[config.mk]
export PLATFORM = sky130hd
export DESIGN_NAME = onewire_rom_search_engine
export DESIGN_NICKNAME = d
export VERILOG_FILES = /design/src/sv/owrs_pkg.sv /design/src/sv/onewire_rom_search_engine.sv
export SDC_FILE = /design/constraint.sdc
export NUM_CORES = 1
export LEC_CHECK = 0
export BUFFER_PORTS_ARGS = -buffer_cell sky130_fd_sc_hd__buf_2
export CAP_MARGIN = 20
export CORE_AREA = 3 3 200 202
export CTS_BUF_LIST = sky130_fd_sc_hd__clkbuf_16
export DETAILED_ROUTE_END_ITERATION = 16
export DIE_AREA = 0 0 203 205
export PLACE_DENSITY = 0.47
export SYNTH_ARGS = -nofsm -noshare
export SYNTH_HDL_FRONTEND = slang
export SYNTH_SLANG_ARGS = --single-unit
[constraint.sdc]
create_clock -name clk -period 5.8 [get_ports clk]
set_input_delay 0.29 -clock clk [delete_from_list [all_inputs] [get_ports clk]]
set_output_delay 0.29 -clock clk [all_outputs]
set_load 0.02 [all_outputs]
[src/sv/owrs_pkg.sv]
// Package for the 1-Wire ROM search engine: request codes, result codes and CRC helper.
package owrs_pkg;

	localparam int unsigned NUM_BITS    = 64;
	localparam int unsigned FAMILY_BITS = 8;
	localparam int unsigned POS_W       = 6;
	localparam int unsigned DISC_W      = 7;
	localparam int unsigned CRC_W       = 8;
	localparam logic [CRC_W-1:0] CRC_POLY = 8'h8C;
	localparam logic [DISC_W-1:0] DISC_NONE = 7'd64;

	// Request kind carried on the input side.
	typedef enum logic [1:0] {
		ACT_RESTART = 2'd0,
		ACT_FAMILY  = 2'd1,
		ACT_BEGIN   = 2'd2,
		ACT_TRIPLET = 2'd3
	} action_t;

	// Result kind carried on the output side.
	typedef enum logic [2:0] {
		OUT_TRIPLET     = 3'd0,
		OUT_FOUND       = 3'd1,
		OUT_NO_PRESENCE = 3'd2,
		OUT_NO_ANSWER   = 3'd3,
		OUT_BAD_ADDRESS = 3'd4,
		OUT_EXHAUSTED   = 3'd5,
		OUT_ACCEPTED    = 3'd6,
		OUT_IGNORED     = 3'd7
	} outcome_t;

	// One bit step of the reflected CRC-8 (x^8 + x^5 + x^4 + 1).
	function automatic logic [CRC_W-1:0] crc8_step(input logic [CRC_W-1:0] crc,
	                                                input logic din);
		logic mix;
		mix = crc[0] ^ din;
		crc8_step = (crc >> 1) ^ (mix ? CRC_POLY : '0);
	endfunction

endpackage

[src/sv/onewire_rom_search_engine.sv]
// ROM search sequencer: drives a triplet-capable 1-Wire master through the ROM search.
//
// Input channel (s_*): one request per item. tuser selects restart, family
// restart, begin pass (with the reset presence result) or triplet result
// (the two read bits and the direction actually written).
// Output channel (m_*): exactly one result per request: a triplet request
// with the direction and bit index to use, found with the address, or a
// status (no presence, no answer, bad address, exhausted, accepted, ignored),
// plus the current last-device flag.
// Each request passes the input register, then the result register.
// Throughput: one request per cycle unless the receiver stalls; the search state is
// updated by a single pass of logic between the two registers. The address
// CRC is accumulated one bit per triplet, so the check at bit 63 is a compare.
// Reset clears the search: empty address, no lock, discrepancy 64, no pass.
// When the receiver stalls, a held result keeps the request stage full, and
// s_tready drops once both stages hold an item; nothing is dropped.
module onewire_rom_search_engine
	import owrs_pkg::*;
(
	input  logic        clk,
	input  logic        arst_n,
	input  logic        s_tvalid,
	output logic        s_tready,
	// [7:0] family_byte, [8] presence, [9] id_bit, [10] complement_bit,
	// [11] taken_direction, [15:12] zero
	input  logic [15:0] s_tdata,
	// [1:0] action
	input  logic [1:0]  s_tuser,
	output logic        m_tvalid,
	input  logic        m_tready,
	// [0] next_direction, [6:1] next_bit_index, [70:7] found_address,
	// [71] last_device
	output logic [71:0] m_tdata,
	// [2:0] outcome
	output logic [2:0]  m_tuser
);

	// Request stage
	logic              valid_s1;
	action_t           action_s1;
	logic [7:0]        family_s1;
	logic              presence_s1;
	logic              id_bit_s1;
	logic              cmp_bit_s1;
	logic              taken_s1;

	// Search state
	logic [NUM_BITS-1:0] rom_q;
	logic [DISC_W-1:0]   last_disc_q;
	logic                last_dev_q;
	logic                lock_q;
	logic [POS_W-1:0]    pos_q;
	logic [DISC_W-1:0]   last_zero_q;
	logic                active_q;
	logic [CRC_W-1:0]    crc_q;

	// Result register
	logic                out_valid_q;
	outcome_t            outcome_q;
	logic                dir_q;
	logic [POS_W-1:0]    idx_q;
	logic [NUM_BITS-1:0] addr_q;
	logic                last_dev_out_q;

	logic out_free;
	logic fire;

	assign out_free = !out_valid_q || m_tready;
	assign fire     = valid_s1 && out_free;
	assign s_tready = !valid_s1 || out_free;

	// Next-state values
	logic [NUM_BITS-1:0] rom_d;
	logic [DISC_W-1:0]   last_disc_d;
	logic                last_dev_d;
	logic                lock_d;
	logic [POS_W-1:0]    pos_d;
	logic [DISC_W-1:0]   last_zero_d;
	logic                active_d;
	logic [CRC_W-1:0]    crc_d;
	outcome_t            outcome_d;
	logic                dir_d;
	logic [POS_W-1:0]    idx_d;
	logic [NUM_BITS-1:0] addr_d;

	// Direction for the bit after the current one (also used for bit 0)
	logic [POS_W-1:0]  pos_next;
	logic [DISC_W-1:0] pos_next_w;
	logic              dir_next;
	logic              dir_zero;
	logic [DISC_W-1:0] zero_new;
	logic [NUM_BITS-1:0] rom_new;

	assign pos_next   = pos_q + POS_W'(1);
	assign pos_next_w = {1'b0, pos_next};
	assign dir_next   = (pos_next_w < last_disc_q || (lock_q && pos_next[POS_W-1:3] == '0))
	                    ? rom_q[pos_next] : (pos_next_w == last_disc_q);
	assign dir_zero   = (last_disc_q != '0 || lock_q) ? rom_q[0] : (last_disc_q == '0);

	// Triplet result folded into the stored address and the zero-branch mark
	assign zero_new = (!id_bit_s1 && !cmp_bit_s1 && !taken_s1) ? {1'b0, pos_q} : last_zero_q;
	always_comb begin
		rom_new        = rom_q;
		rom_new[pos_q] = taken_s1;
	end

	// Request decode and search update
	always_comb begin
		rom_d       = rom_q;
		last_disc_d = last_disc_q;
		last_dev_d  = last_dev_q;
		lock_d      = lock_q;
		pos_d       = pos_q;
		last_zero_d = last_zero_q;
		active_d    = active_q;
		crc_d       = crc_q;
		outcome_d   = OUT_ACCEPTED;
		dir_d       = 1'b0;
		idx_d       = '0;
		addr_d      = '0;
		unique case (action_s1)
			ACT_RESTART, ACT_FAMILY: begin
				rom_d       = (action_s1 == ACT_FAMILY)
				              ? {{(NUM_BITS-FAMILY_BITS){1'b0}}, family_s1} : '0;
				lock_d      = (action_s1 == ACT_FAMILY);
				last_disc_d = DISC_NONE;
				last_dev_d  = 1'b0;
				pos_d       = '0;
				last_zero_d = DISC_NONE;
				active_d    = 1'b0;
			end
			ACT_BEGIN: begin
				if (last_dev_q) begin
					active_d  = 1'b0;
					outcome_d = OUT_EXHAUSTED;
				end else if (!presence_s1) begin
					active_d  = 1'b0;
					outcome_d = OUT_NO_PRESENCE;
				end else begin
					active_d    = 1'b1;
					pos_d       = '0;
					last_zero_d = DISC_NONE;
					crc_d       = '0;
					outcome_d   = OUT_TRIPLET;
					dir_d       = dir_zero;
				end
			end
			ACT_TRIPLET: begin
				if (!active_q) begin
					outcome_d = OUT_IGNORED;
				end else if (id_bit_s1 && cmp_bit_s1) begin
					active_d  = 1'b0;
					outcome_d = OUT_NO_ANSWER;
				end else begin
					last_zero_d = zero_new;
					rom_d       = rom_new;
					pos_d       = pos_next;
					// Only the first seven bytes feed the CRC
					if (pos_q[POS_W-1:3] != 3'd7) begin
						crc_d = crc8_step(crc_q, taken_s1);
					end
					if (pos_q != '1) begin
						outcome_d = OUT_TRIPLET;
						dir_d     = dir_next;
						idx_d     = pos_next;
					end else begin
						active_d = 1'b0;
						if (crc_q == rom_new[NUM_BITS-1 -: CRC_W]) begin
							last_disc_d = zero_new;
							if (zero_new == DISC_NONE ||
							    (lock_q && zero_new < DISC_W'(FAMILY_BITS))) begin
								last_dev_d = 1'b1;
							end
							outcome_d = OUT_FOUND;
							addr_d    = rom_new;
						end else begin
							outcome_d = OUT_BAD_ADDRESS;
						end
					end
				end
			end
			default: begin
				outcome_d = OUT_IGNORED;
			end
		endcase
	end

	// Request stage valid
	always_ff @(posedge clk or negedge arst_n) begin
		if (!arst_n) begin
			valid_s1 <= 1'b0;
		end else if (s_tready) begin
			valid_s1 <= s_tvalid;
		end
	end

	// Request stage payload
	always_ff @(posedge clk) begin
		if (s_tvalid && s_tready) begin
			action_s1   <= action_t'(s_tuser);
			family_s1   <= s_tdata[7:0];
			presence_s1 <= s_tdata[8];
			id_bit_s1   <= s_tdata[9];
			cmp_bit_s1  <= s_tdata[10];
			taken_s1    <= s_tdata[11];
		end
	end

	// Search state
	always_ff @(posedge clk or negedge arst_n) begin
		if (!arst_n) begin
			rom_q       <= '0;
			last_disc_q <= DISC_NONE;
			last_dev_q  <= 1'b0;
			lock_q      <= 1'b0;
			pos_q       <= '0;
			last_zero_q <= DISC_NONE;
			active_q    <= 1'b0;
			crc_q       <= '0;
		end else if (fire) begin
			rom_q       <= rom_d;
			last_disc_q <= last_disc_d;
			last_dev_q  <= last_dev_d;
			lock_q      <= lock_d;
			pos_q       <= pos_d;
			last_zero_q <= last_zero_d;
			active_q    <= active_d;
			crc_q       <= crc_d;
		end
	end

	// Result register valid
	always_ff @(posedge clk or negedge arst_n) begin
		if (!arst_n) begin
			out_valid_q <= 1'b0;
		end else if (out_free) begin
			out_valid_q <= valid_s1;
		end
	end

	// Result register payload
	always_ff @(posedge clk) begin
		if (fire) begin
			outcome_q      <= outcome_d;
			dir_q          <= dir_d;
			idx_q          <= idx_d;
			addr_q         <= addr_d;
			last_dev_out_q <= last_dev_d;
		end
	end

	assign m_tvalid = out_valid_q;
	assign m_tuser  = outcome_q;
	assign m_tdata  = {last_dev_out_q, addr_q, idx_q, dir_q};

`ifndef ASSERT_OFF
	// A pass never runs once the last device has been found
	a_no_pass_after_last: assert property (@(posedge clk) disable iff (!arst_n)
		active_q |-> !last_dev_q)
		else $error("search pass active with last-device flag set");

	// Only a found result carries an address
	a_addr_only_found: assert property (@(posedge clk) disable iff (!arst_n)
		(out_valid_q && outcome_q != OUT_FOUND) |-> addr_q == '0)
		else $error("address reported without found outcome");

	// A held result keeps the request stage from advancing
	a_stall_holds_state: assert property (@(posedge clk) disable iff (!arst_n)
		(out_valid_q && !m_tready) |=> $stable(rom_q) && $stable(pos_q) && $stable(active_q))
		else $error("search state moved while result stalled");
`endif

endmodule

* Word level (Yosys, flattened, before mapping)
Index checks and enable logic that the tools add are counted.
** Word-level totals
- Memory bits (read-only) :: 0
- Memories kept :: 0
- Register bits after elaboration :: 186
- Memory bits (writable) :: 0
- Latch bits :: 0
- Logic and storage cells :: 139
- Input port bits :: 22
- Output and inout port bits :: 77
** Cells by class
- Reductions and logical operators :: 32
- Divide/modulo/power cells :: 0
- Equal/unequal tests :: 15
- Muxes and demuxes :: 59
- Shifts and indexed selects :: 0
- $mul :: 0
- Bitwise logic cells :: 6
- Add/subtract/negate cells :: 1
- Order comparisons :: 5
** Operators with widths (count)
- 64-bit two-way mux :: 2
- 64-bit one-hot mux with 2 select lines :: 1
- 64-bit bitwise mux :: 1
- 7-bit two-way mux :: 9
- 8-bit two-way mux :: 7
- 6-bit two-way mux :: 4
- 7-bit one-hot mux with 3 select lines :: 1
- 1-bit two-way mux :: 19
- 6-bit one-hot mux with 3 select lines :: 1
- 8-bit one-hot mux with 2 select lines :: 1
- 3-bit two-way mux :: 5
- 6-bit by 7-bit less-than comparator with 1-bit output, second input constant :: 2
- 2-bit inequality test, second input constant :: 7
- 7-bit one-hot mux with 2 select lines :: 1
- 8-bit == test :: 1
- 1-bit logical AND :: 8
- 7-bit by 8-bit bitwise XOR with 8-bit output :: 1
- 6-bit by 7-bit == test with 1-bit output :: 1
- 7-bit == test, second input constant :: 1
- 7-bit zero test :: 1
- 6-bit by 7-bit less-than comparator with 1-bit output :: 1
- 7-bit by 4-bit less-than comparator with 1-bit output, second input constant :: 1
- 7-bit AND reduction :: 1
- 7-bit nonzero test :: 1
- 26 further kinds :: 40

* Depth between registers and ports, before layout
Gate-level depths: netlist of run 1.
- Word-level depth :: 13
- Mapped depth :: 12

* Least setup slack after synthesis of run 1
No wires, ideal clock.
- Path type :: register to register
- Start :: register out_valid_q (netlist: m_tvalid)
- End :: register rom_q[47]
- Buffers on the path :: 2
- Required time :: 5734 ps
- Setup slack :: 2412 ps
- Arrival :: 3322 ps
- Clock period less this slack :: 3388 ps
- Setup time :: 66 ps
- Cell stages (with the launch flop) :: 8
- Cell sequence :: dfrtp_1 -> nand2b_1 -> nand2_1 -> inv_1 -> and3_1 -> clkbuf_1 -> buf_1 -> a22o_1
** On the way
- Cells in the longest elaborated chain, start to end :: 4
** Ends and longest elaborated chain
- start, declared :: RTL line onewire_rom_search_engine.sv:58 : logic out_valid_q;
- start signal, assigned :: RTL line onewire_rom_search_engine.sv:237 : out_valid_q <= valid_s1;
- 1-bit zero test :: RTL line onewire_rom_search_engine.sv:68 : assign out_free = !out_valid_q || m_tready;
- 1-bit logical OR :: RTL line onewire_rom_search_engine.sv:68
- 1-bit logical AND :: RTL line onewire_rom_search_engine.sv:69 : assign fire = valid_s1 && out_free;
- via fire :: RTL line onewire_rom_search_engine.sv:66 : logic fire;
- 4-bit AND reduction (no line)
- end signal, assigned :: RTL line onewire_rom_search_engine.sv:221 : rom_q <= rom_d;
- end, declared :: RTL line onewire_rom_search_engine.sv:48 : logic [NUM_BITS-1:0] rom_q;
The timed path passes the listed nets, and every way through them passes these cells.
A chain may end at the register's enable or synchronous reset.

* Worst setup path after layout of run 1
- Start :: register pos_q[0]
- End :: register addr_q[2], data pin
** On the way
- Cells in the longest elaborated chain, start to end :: 8
- Elaborated cells between the ends (all ways) :: 10
- Those cells by class :: order compare: 2; eq/ne: 2; mux: 3; bitwise: 1; reduce/logical: 2
** Ends and longest elaborated chain
- start, declared :: RTL line onewire_rom_search_engine.sv:52 : logic [POS_W-1:0] pos_q;
- start signal, assigned :: RTL line onewire_rom_search_engine.sv:225 : pos_q <= pos_d;
- 6-bit by 7-bit less-than comparator with 1-bit output (not written as such) or 6-bit by 1-bit greater-or-equal comparator with 1-bit output (tied branches) :: RTL line onewire_rom_search_engine.sv:104 : rom_new[pos_q] = taken_s1;
- 1-bit logical AND (not written as such) :: RTL line onewire_rom_search_engine.sv:104
- 1-bit two-way mux (not written as such) :: RTL line onewire_rom_search_engine.sv:104
- 1-bit demux with 6-bit select :: RTL line onewire_rom_search_engine.sv:104
- 64-bit bitwise mux :: RTL line onewire_rom_search_engine.sv:104
- 8-bit == test :: RTL line onewire_rom_search_engine.sv:168 : if (crc_q == rom_new[NUM_BITS-1 -: CRC_W]) begin
- 1-bit NOT (no line)
- 5-bit OR reduction (no line)
- end signal, assigned :: RTL line onewire_rom_search_engine.sv:247 : addr_q <= addr_d;
- end, declared :: RTL line onewire_rom_search_engine.sv:62 : logic [NUM_BITS-1:0] addr_q;
Parallel ways exist; a longest one is shown, timed or not.

==> flow_summary.ini, run 1 <==
[worst_hold_path]
min_path_type = in2reg
hold_start = s_tuser[1]

[logic_synthesis]
synth_area_per_cell_um2 = 10.76
synth_async_sr_flop_share_pct = 52.15
synth_edf_count = 89
synth_top_area_share_pct = 27.89
ys_types = 56
ys_warn_count = 0
synthFlopType = dfrtp_1
yosysTopAreaCell = edfxtp_1
synth_top_family_by_area = compound AO/OA/AOI/OAI gates
ys_ff_latch = 186
syn-num-nets = 918
yosys.area_share.simple_pct = 13.85
synthTopCellsByArea = edfxtp_1 28%, dfrtp_1 25%, o21ai_0 5.8%, a22o_1 5.6%, mux4_2 4.5%
ys_seq_area_share_pct = 53.24
synthAdderAreaFrac_pct = 0.8616
synth_compound_area_share_pct = 19.82
synth-xor-area-share_pct = 1.057
netlist_instances = 891
syn_area_um2 = 9584
muxShareOfSynthArea_pct = 6.645

[outcome]
outcome = completed

[clock_network]
htree_levels = 4
clockRootBuffer = clkbuf_16
cts_hold_repair.buffers = 1
post_cts_buffers = 0
clockBufferDepth = 2
clock_latency_ns = 0.44
cts_buffers = 17
cts_tree = yes
cts_resized = 0
cts_sinks = 186
clk_pin_slew_ns = 0.07

[route]
drc = 0
via_per_inst = 4.921
ant_nets = 0
first_pass_iters = 5
num_vias = 7303
drt_iter0_drc = 515
wl_per_cell_um = 18.87
drt_wl_total_um = 28000

[layout]
fill_cells = 4044
seqCellArea_um2 = 5102
area_growth_pct = 16.08
final_cell_mix = 112 x o21ai_0, 96 x nand2_1, 95 x dfrtp_1
final_cells = 1484
final_common_cell = o21ai_0
final_util_pct = 28.92
antenna-diode-count = 0
final_cell_area_um2 = 11130
drive_above_1_share_pct = 24.22
final_nets = 980
multi_input_area_um2 = 4068

[sta]
rsz0062_at_grt = false
setup_viol = 0
clock_skew_ns = 0.01164
relSlewSlack_pct = 28.24
fmax_mhz = 243.4
hold_viol = 0
finalCriticalPeriod_ns = 4.108
maxSlewViolCount = 0
timing.final.crit_share_pct = 70.83
tightest_slew_ns = 1.076
setup-tns-final_ns = 0

[setup_path]
crit_family = simple AND/OR/NAND/NOR gates
cp_cell_sequence = buf_4, or3b_1, o21ai_2, and3_1, nor4_1, and4_4, nand3_4, buf_4, buf_4, nor2_4
end_kind = flop
arrival_ns = 4.29
cp.required_ns = 5.98
reg2reg_from = pos_q[0]
critPathKind = reg2reg
cp_slowest_cell = dfrtp_1
crit_fanout = 39
cp-start-kind = flop
crit_start = pos_q[0]
cpMostUsedCell = buf_4
crit_buf_inv = 3
slowest_delay_ns = 0.88

[global_route]
grt_pass1_vias = 7071
grt-ovfl-total = 0
grt_pass1_wl_um = 43430
grtUsageTotal_pct = 13.47
antenna_found_initial = 0
grt_max_degree = 75

[pwr]
finalPower_mw = 3.204
power.share.combinational_pct = 17.9
power_switching_mw = 0.9657
p_int_mw = 2.238
swShare_pct = 30.14
pwr-share-clk_pct = 34.6
ir_worst_vdd_mv = 0.2160
powerDensity_nw_per_um2 = 288.0
p_leak_nw = 4.113
p_seq_share_pct = 47.5

[floorplan]
die_w_um = 203
initial_core_util_pct = 24.92
die_height_um = 205
die_area_um2 = 41620
coreArea_um2 = 38470
ios = 99
num_rows = 72

[placement]
place_congestion = 0.8164
dp_hpwl_um = 18770
io_buffers = 94
place_area_um2 = 10550
dp.cells = 1450

[run]
drv_cap = 0
worst register-to-register path: cells and delay by family, from the launching register on:
kind,cells,cell delay [ns]
and+or+nand+nor,6,1.37
buffers and inverters,3,1.36
DFF,1,0.88
AOI/OAI and AO/OA,1,0.26
state kept, by name, summed over array words and instances, names as in the netlist, 2 cells and up:
register     flops
action_s1        2
addr_q          64
crc_q            8
family_s1        8
idx_q            6
last_disc_q      7
last_zero_q      7
m_tuser          3
pos_q            6
rom_q           64
metal layers:
metal | routed length, um | global-route usage [%]
met2 | 13190 | 21.07
met3 | 1157 | 2.495
met5 | 0 | 0
met4 | 446 | 3.415
met1 | 13200 | 19.27
power groups by stage:
| stage | clock, mW | sequential, mW | combinational [mW] |
|---|---|---|---|
| global route | 1.19 | 1.53 | 0.629 |
| detailed placement | 0 | 1.55 | 0.576 |
| global placement | 0 | 1.55 | 0.568 |
| floorplan | 0 | 1.55 | 0.364 |
| finish | 1.11 | 1.52 | 0.575 |
| CTS | 1.13 | 1.52 | 0.579 |
cell usage after synthesis, drive strengths merged, types with 5 or more instances:
cell type	number
nor2	73
and3	15
nand3	35
o22ai	7
xnor2	8
a21oi	89
nand2	96
buf	29
clkbuf	50
mux4	20
and2	5
a22o	61
nand2b	6
inv	11
o21ai	120
edfxtp	89
mux2i	16
ha	5
nor3	8
nor4	6
dfrtp	95
metrics by stage:
stage,hold WS [ns],worst slack [ns]
floorplan,-0.005591,2.412
global placement,0.2233,1.700
detailed placement,0.2203,1.703
CTS,0.006478,1.697
global route,0.007878,1.487
finish,0.02593,1.692
cells by family after synthesis:
| logic type | after synthesis |
|---|---|
| simple gates | 270 |
| compound gates | 291 |
| xor+xnor | 9 |
| buf+inv | 90 |
| mux | 38 |
| flops | 186 |
| fa+ha+maj | 7 |
area by class of cell:
class | instances | share of cell area [%]
Inverter | 11 | 0.3824
Sequential cell | 186 | 45.86
Timing Repair Buffer | 122 | 6.523
Tap cell | 518 | 5.825
Clock inverter | 15 | 1.023
Clock buffer | 17 | 3.824
Multi-Input combinational cell | 615 | 36.56
path summary, 6_finish.rpt:
kind	end	cells past startpoint	slack, ns
max	addr_q[2]	10	1.69
min	action_s1[1]	1	0.03
max reg2reg	addr_q[2]	10	1.69
min reg2reg	m_tvalid	1	0.50
max in group asynchronous	last_zero_q[6]	4	4.51
min in group asynchronous	valid_s1	2	0.30
(Power assumes the default switching activity.)
==> run 2: changes to the inputs <==
- ABC_AREA: not set -> 1
- CORE_AREA: 3 3 200 202 -> 3 3 195 197
- DIE_AREA: 0 0 203 205 -> 0 0 198 200
- clock period: 5.8 -> 4.2 ns (I/O delays scaled with it)
==> run 2 against run 1 <==
Critical path depth up 2. Clock-buffer cell count unchanged. Via count up 6.0%. Sequential power up 47%. Clock skew up 0.0027 ns. Combinational power rose to 2.8 times the previous value. Sequential share of layout area up 1.0 points. Critical path type unchanged. Highest routed layer unchanged. Synthesized cell count up 18%.
==> flow_summary.ini, run 2 <==
[clock_network]
cts_sinks = 186
htree_levels = 4
cts_tree = yes
cts_buffers = 17
post_cts_buffers = 0
clockBufferDepth = 2
cts_resized = 0
cts_hold_repair.buffers = 16
clk_pin_slew_ns = 0.08
clockRootBuffer = clkbuf_16
clock_latency_ns = 0.45

[floorplan]
die_area_um2 = 39600
initial_core_util_pct = 24.89
num_rows = 70
coreArea_um2 = 36430
ios = 99
die_w_um = 198
die_height_um = 200

[route]
drt_wl_total_um = 28480
num_vias = 7739
ant_nets = 0
drt_iter0_drc = 639
via_per_inst = 4.742
first_pass_iters = 7
wl_per_cell_um = 17.45
drc = 0

[logic_synthesis]
synth_compound_area_share_pct = 14.02
synth_area_per_cell_um2 = 8.604
ys_types = 28
syn-num-nets = 1081
ys_warn_count = 0
synthFlopType = dfrtp_1
synth-xor-area-share_pct = 0.09658
synthAdderAreaFrac_pct = 0.6898
ys_seq_area_share_pct = 56.26
netlist_instances = 1054
synth_most_common_cell = nand2_1
yosysTopAreaCell = edfxtp_1
syn_area_um2 = 9069
synth_async_sr_flop_share_pct = 52.15
synth_top_area_share_pct = 29.47
yosys.area_share.simple_pct = 20.81
ys_ff_latch = 186
synth_top_family_by_area = simple AND/OR/NAND/NOR gates
yosys-top-cells-count = 210 x nand2_1, 124 x inv_1, 117 x nor2_1, 109 x nand3_1, 95 x dfrtp_1
synthTopCellsByArea = edfxtp_1 29%, dfrtp_1 26%, nand2_1 8.7%, nand3_1 6.0%, inv_1 5.1%
muxShareOfSynthArea_pct = 0
synth_edf_count = 89

[global_route]
grt_max_degree = 80
grt_pass1_wl_um = 43840
grt-ovfl-total = 0
grtUsageTotal_pct = 14.45
antenna_found_initial = 0
grt_pass1_vias = 7378

[sta]
setup_viol = 0
timing.final.crit_share_pct = 72.73
setup-tns-final_ns = 0
fmax_mhz = 327.4
finalCriticalPeriod_ns = 3.055
relSlewSlack_pct = 33.18
clock_skew_ns = 0.01432
tightest_slew_ns = 0.9987
hold_viol = 0
rsz0062_at_grt = false
maxSlewViolCount = 0

[layout]
multi_input_area_um2 = 3239
drive_above_1_share_pct = 14.60
fill_cells = 3926
antenna-diode-count = 0
final_cell_mix = 210 x nand2_1, 123 x inv_1, 117 x nor2_1
final_nets = 1178
seqCellArea_um2 = 5102
final_common_cell = nand2_1
area_growth_pct = 19.95
largestRegisters = addr_q x64, rom_q x64

[run]
drv_cap = 0

[setup_path]
critPathKind = reg2reg
cp.required_ns = 4.37
cp-start-kind = flop
crit_fanout = 64
end_kind = flop
arrival_ns = 3.23

[pwr]
ir_worst_vdd_mv = 0.2874
powerDensity_nw_per_um2 = 516.0
finalPower_mw = 5.612
p_leak_nw = 4.543

[outcome]
outcome = completed

[worst_hold_path]
min_path_type = in2reg

[placement]
io_buffers = 94
dp_hpwl_um = 18880
place_congestion = 0.8403
==> run 2: cell types whose count changed after synthesis, sizes merged, moves of 60 or more <==
cell and delta:
nand2 +114, o22ai +60, inv +120, a22o -61, o21ai -83, nand3 +75
==> run 2: cell families (layout without fill, tap and decap cells) <==
logic type / Yosys count / count (layout)
AOI/OAI and AO/OA: 218 / 218
DFF: 186 / 186
and+or+nand+nor: 454 / 454
buffers and inverters: 190 / 300
adders and majority gates: 5 / 5
xor gates and xnor gates: 1 / 1
==> run 2: cell type report <==
class	instances	share of cell area, %
clock buffer	17	3.911
clock inverter	15	1.783
inverter	132	4.566
multi-input combinational	678	29.78
sequential	186	46.91
tap	468	5.383
timing repair buffer	136	7.672
==> run 2: per-stage QoR <==
step / setup slack (ns) / instance area (um2) / util [%] / hold WS (ns) / std cells
2_1_floorplan: 0.7997 / 9069 / - / -0.08559 / 1054
3_3_place_gp: 1.162 / 10080 / 27.66 / 0.06602 / 1582
6_report: 1.145 / 10880 / 29.86 / 0.02933 / 1632
3_5_place_dp: 1.148 / 10080 / 27.66 / 0.06834 / 1582
4_1_cts: 1.126 / 10860 / 29.80 / 0.01101 / 1630
5_1_grt: 0.8233 / 10880 / 29.86 / 0.04099 / 1632
==> run 2: per-layer routing <==
layer	GRT usage (%)	vias up	wire, um
met5	0	-	0
met2	23.42	223	13290
li1	-	3776	-
met4	3.303	0	365
met1	20.15	3718	13330
met3	2.837	22	1501
==> run 2: worst paths after layout <==
path / from / to / slack [ns] / cells after the start
max: pos_q[0] / addr_q[15] / 1.15 / 12
min: m_tready / m_tvalid / 0.03 / 4
max reg2reg: pos_q[0] / addr_q[15] / 1.15 / 12
min reg2reg: last_disc_q[3] / last_disc_q[3] / 0.47 / 2
max in group asynchronous: arst_n / rom_q[35] / 3.16 / 3
min in group asynchronous: arst_n / valid_s1 / 0.15 / 2
==> run 2: where the power goes <==
| part | internal (mW) | switching [mW] |
|---|---|---|
| registers | 2.11 | 0.127 |
| clock network | 0.918 | 0.830 |
| logic | 0.489 | 1.14 |
| total | 3.52 | 2.09 |
==> run 2: critical path, cell delays in order (launching register included) <==
cell and delay, ns:
dfrtp_1 0.73, nand3_1 0.29, inv_2 0.29, nand3_1 0.13, nand2_1 0.18, nand2_1 0.07, nand3_1 0.08, nor2_1 0.06
nand2_1 0.11, inv_2 0.06, nand3_2 0.05, buf_4 0.54, nor2_1 0.13
==> run 3: changes to the inputs <==
- PLACE_DENSITY: 0.47 -> 0.49
- clock period: 4.2 -> 2.8 ns (I/O delays scaled with it)
==> run 3 against run 2 <==
Wire length is 1.9% lower. Sequential share of layout area decreased by 0.87 points. Global-route usage about the same.
==> flow_summary.ini, run 3 (synthesis results as in run 2) <==
[placement]
dp_hpwl_um = 18920
io_buffers = 94
place_congestion = 0.8301
place_ws_ns = 0.1759

[global_route]
grt_pass1_wl_um = 44010
grt_max_degree = 79
grt_pass1_vias = 7529
antenna_found_initial = 0
grtUsageTotal_pct = 14.42
grt-ovfl-total = 0

[setup_path]
crit_fanout = 43
slowest_delay_ns = 0.50
end_kind = flop
cp-start-kind = flop
critPathKind = reg2reg
cp_cell_sequence = inv_2, nand2_1, nor2_1, nand2_1, nand2_1, nand3_1, nand2_1, nand2_1, nor2_1, nand2_1, inv_2, nand3_2, buf_12, nor2_1
cp_slowest_cell = dfrtp_1
cp.required_ns = 3.09
arrival_ns = 2.82
cpMostUsedCell = nand2_1

[clock_network]
clock_latency_ns = 0.45
cts_buffers = 17
clockRootBuffer = clkbuf_16
cts_tree = yes
cts_sinks = 186
clockBufferDepth = 2
clk_pin_slew_ns = 0.08
htree_levels = 4

[layout]
drive_above_1_share_pct = 15.95
seqCellArea_um2 = 5104
final_cell_mix = 210 x nand2_1, 123 x inv_1, 117 x nor2_1
fill_cells = 3848
final_common_cell = nand2_1
multi_input_area_um2 = 3244
antenna-diode-count = 0
final_nets = 1199
area_growth_pct = 22.25
largestRegisters = addr_q x64, rom_q x64

[route]
drt_iter0_drc = 620
num_vias = 7842
wl_per_cell_um = 16.90
first_pass_iters = 5
drt_wl_total_um = 27940
drc = 0
via_per_inst = 4.744
ant_nets = 0

[sta]
fmax_mhz = 395.5
finalCriticalPeriod_ns = 2.528
rsz0062_at_grt = false
whs_ns = 0.07985
setup-tns-final_ns = 0
worst_slack_ns = 0.2715
timing.final.crit_share_pct = 90.30
tightest_slew_ns = 0.7361
clock_skew_ns = 0.01624
hold_viol = 0
setup_viol = 0
maxSlewViolCount = 0
relSlewSlack_pct = 50.93

[run]
drv_cap = 0

[pwr]
finalPower_mw = 8.296
p_leak_nw = 4.649
ir_worst_vdd_mv = 0.4749
powerDensity_nw_per_um2 = 748.2

[floorplan]
ios = 99
die_w_um = 198
initial_core_util_pct = 24.89
die_height_um = 200
coreArea_um2 = 36430
num_rows = 70
die_area_um2 = 39600

[outcome]
outcome = completed

[worst_hold_path]
min_path_type = in2async
==> run 3: changes by cell type in the layout (fill, tap and decap cells not counted), sizes merged <==
cell / before / now
buf: 119 / 139
clkinv: 3 / 6
inv: 142 / 139
bufinv: 2 / 0
clkinvlp: 0 / 2
dlygate4sd3: 16 / 18
clkbuf: 18 / 17
==> run 3: final timing paths <==
kind                                 from  cells past startpoint        endpoint  slack, ns
max                              pos_q[1]                     14      addr_q[34]       0.27
min                                arst_n                      2        rom_q[4]       0.08
max reg2reg                      pos_q[1]                     14      addr_q[34]       0.27
min reg2reg                last_disc_q[2]                      2  last_disc_q[2]       0.48
max in group asynchronous          arst_n                      4       rom_q[33]       1.86
min in group clk               s_tdata[8]                      2     presence_s1       0.40
==> run 3: layout make-up <==
class / count / share of cell area [%]
inverter: 132 / 4.503
clock inverter: 15 / 1.174
sequential: 186 / 46.03
tap: 468 / 5.282
multi-input combinational: 678 / 29.26
clock buffer: 17 / 3.837
timing repair buffer: 157 / 9.909
==> run 3: routing by layer <==
layer  part of all wire, %  global-route usage (%)  vias up
li1                      -                       -     3823
met1                    47                   20.22     3765
met2                    46                   22.79      230
met3                   5.1                   3.155       24
met4                   1.5                   3.670        0
met5                     0                       0        -
==> run 3: worst max-delay path, delay by kind of cell (launching register included) <==
kind                   cells  cell delay, ns
buffers and inverters      3            0.43
DFF                        1            0.50
and+or+nand+nor           11            1.39
==> run 3: power by group <==
part | internal [mW] | switching [mW]
Sequential | 3.17 | 0.178
Clock | 1.18 | 1.21
Combinational | 0.816 | 1.74
Total | 5.16 | 3.13
==> run 3: what timing repair did <==
action	CTS	global route
endpoints found under the hold margin	85	0
resized for setup	0	3
buffers inserted	0	1
hold buffers	18	0
endpoints found under the setup margin	0	60
==> run 3: stage by stage <==
stage | cell area [um2] | cells | utilization [%]
2_1_floorplan | 9077 | 1054 | -
3_3_place_gp | 10310 | 1601 | 28.30
3_5_place_dp | 10310 | 1601 | 28.30
4_1_cts | 11050 | 1651 | 30.32
5_1_grt | 11090 | 1653 | 30.43
6_report | 11090 | 1653 | 30.43
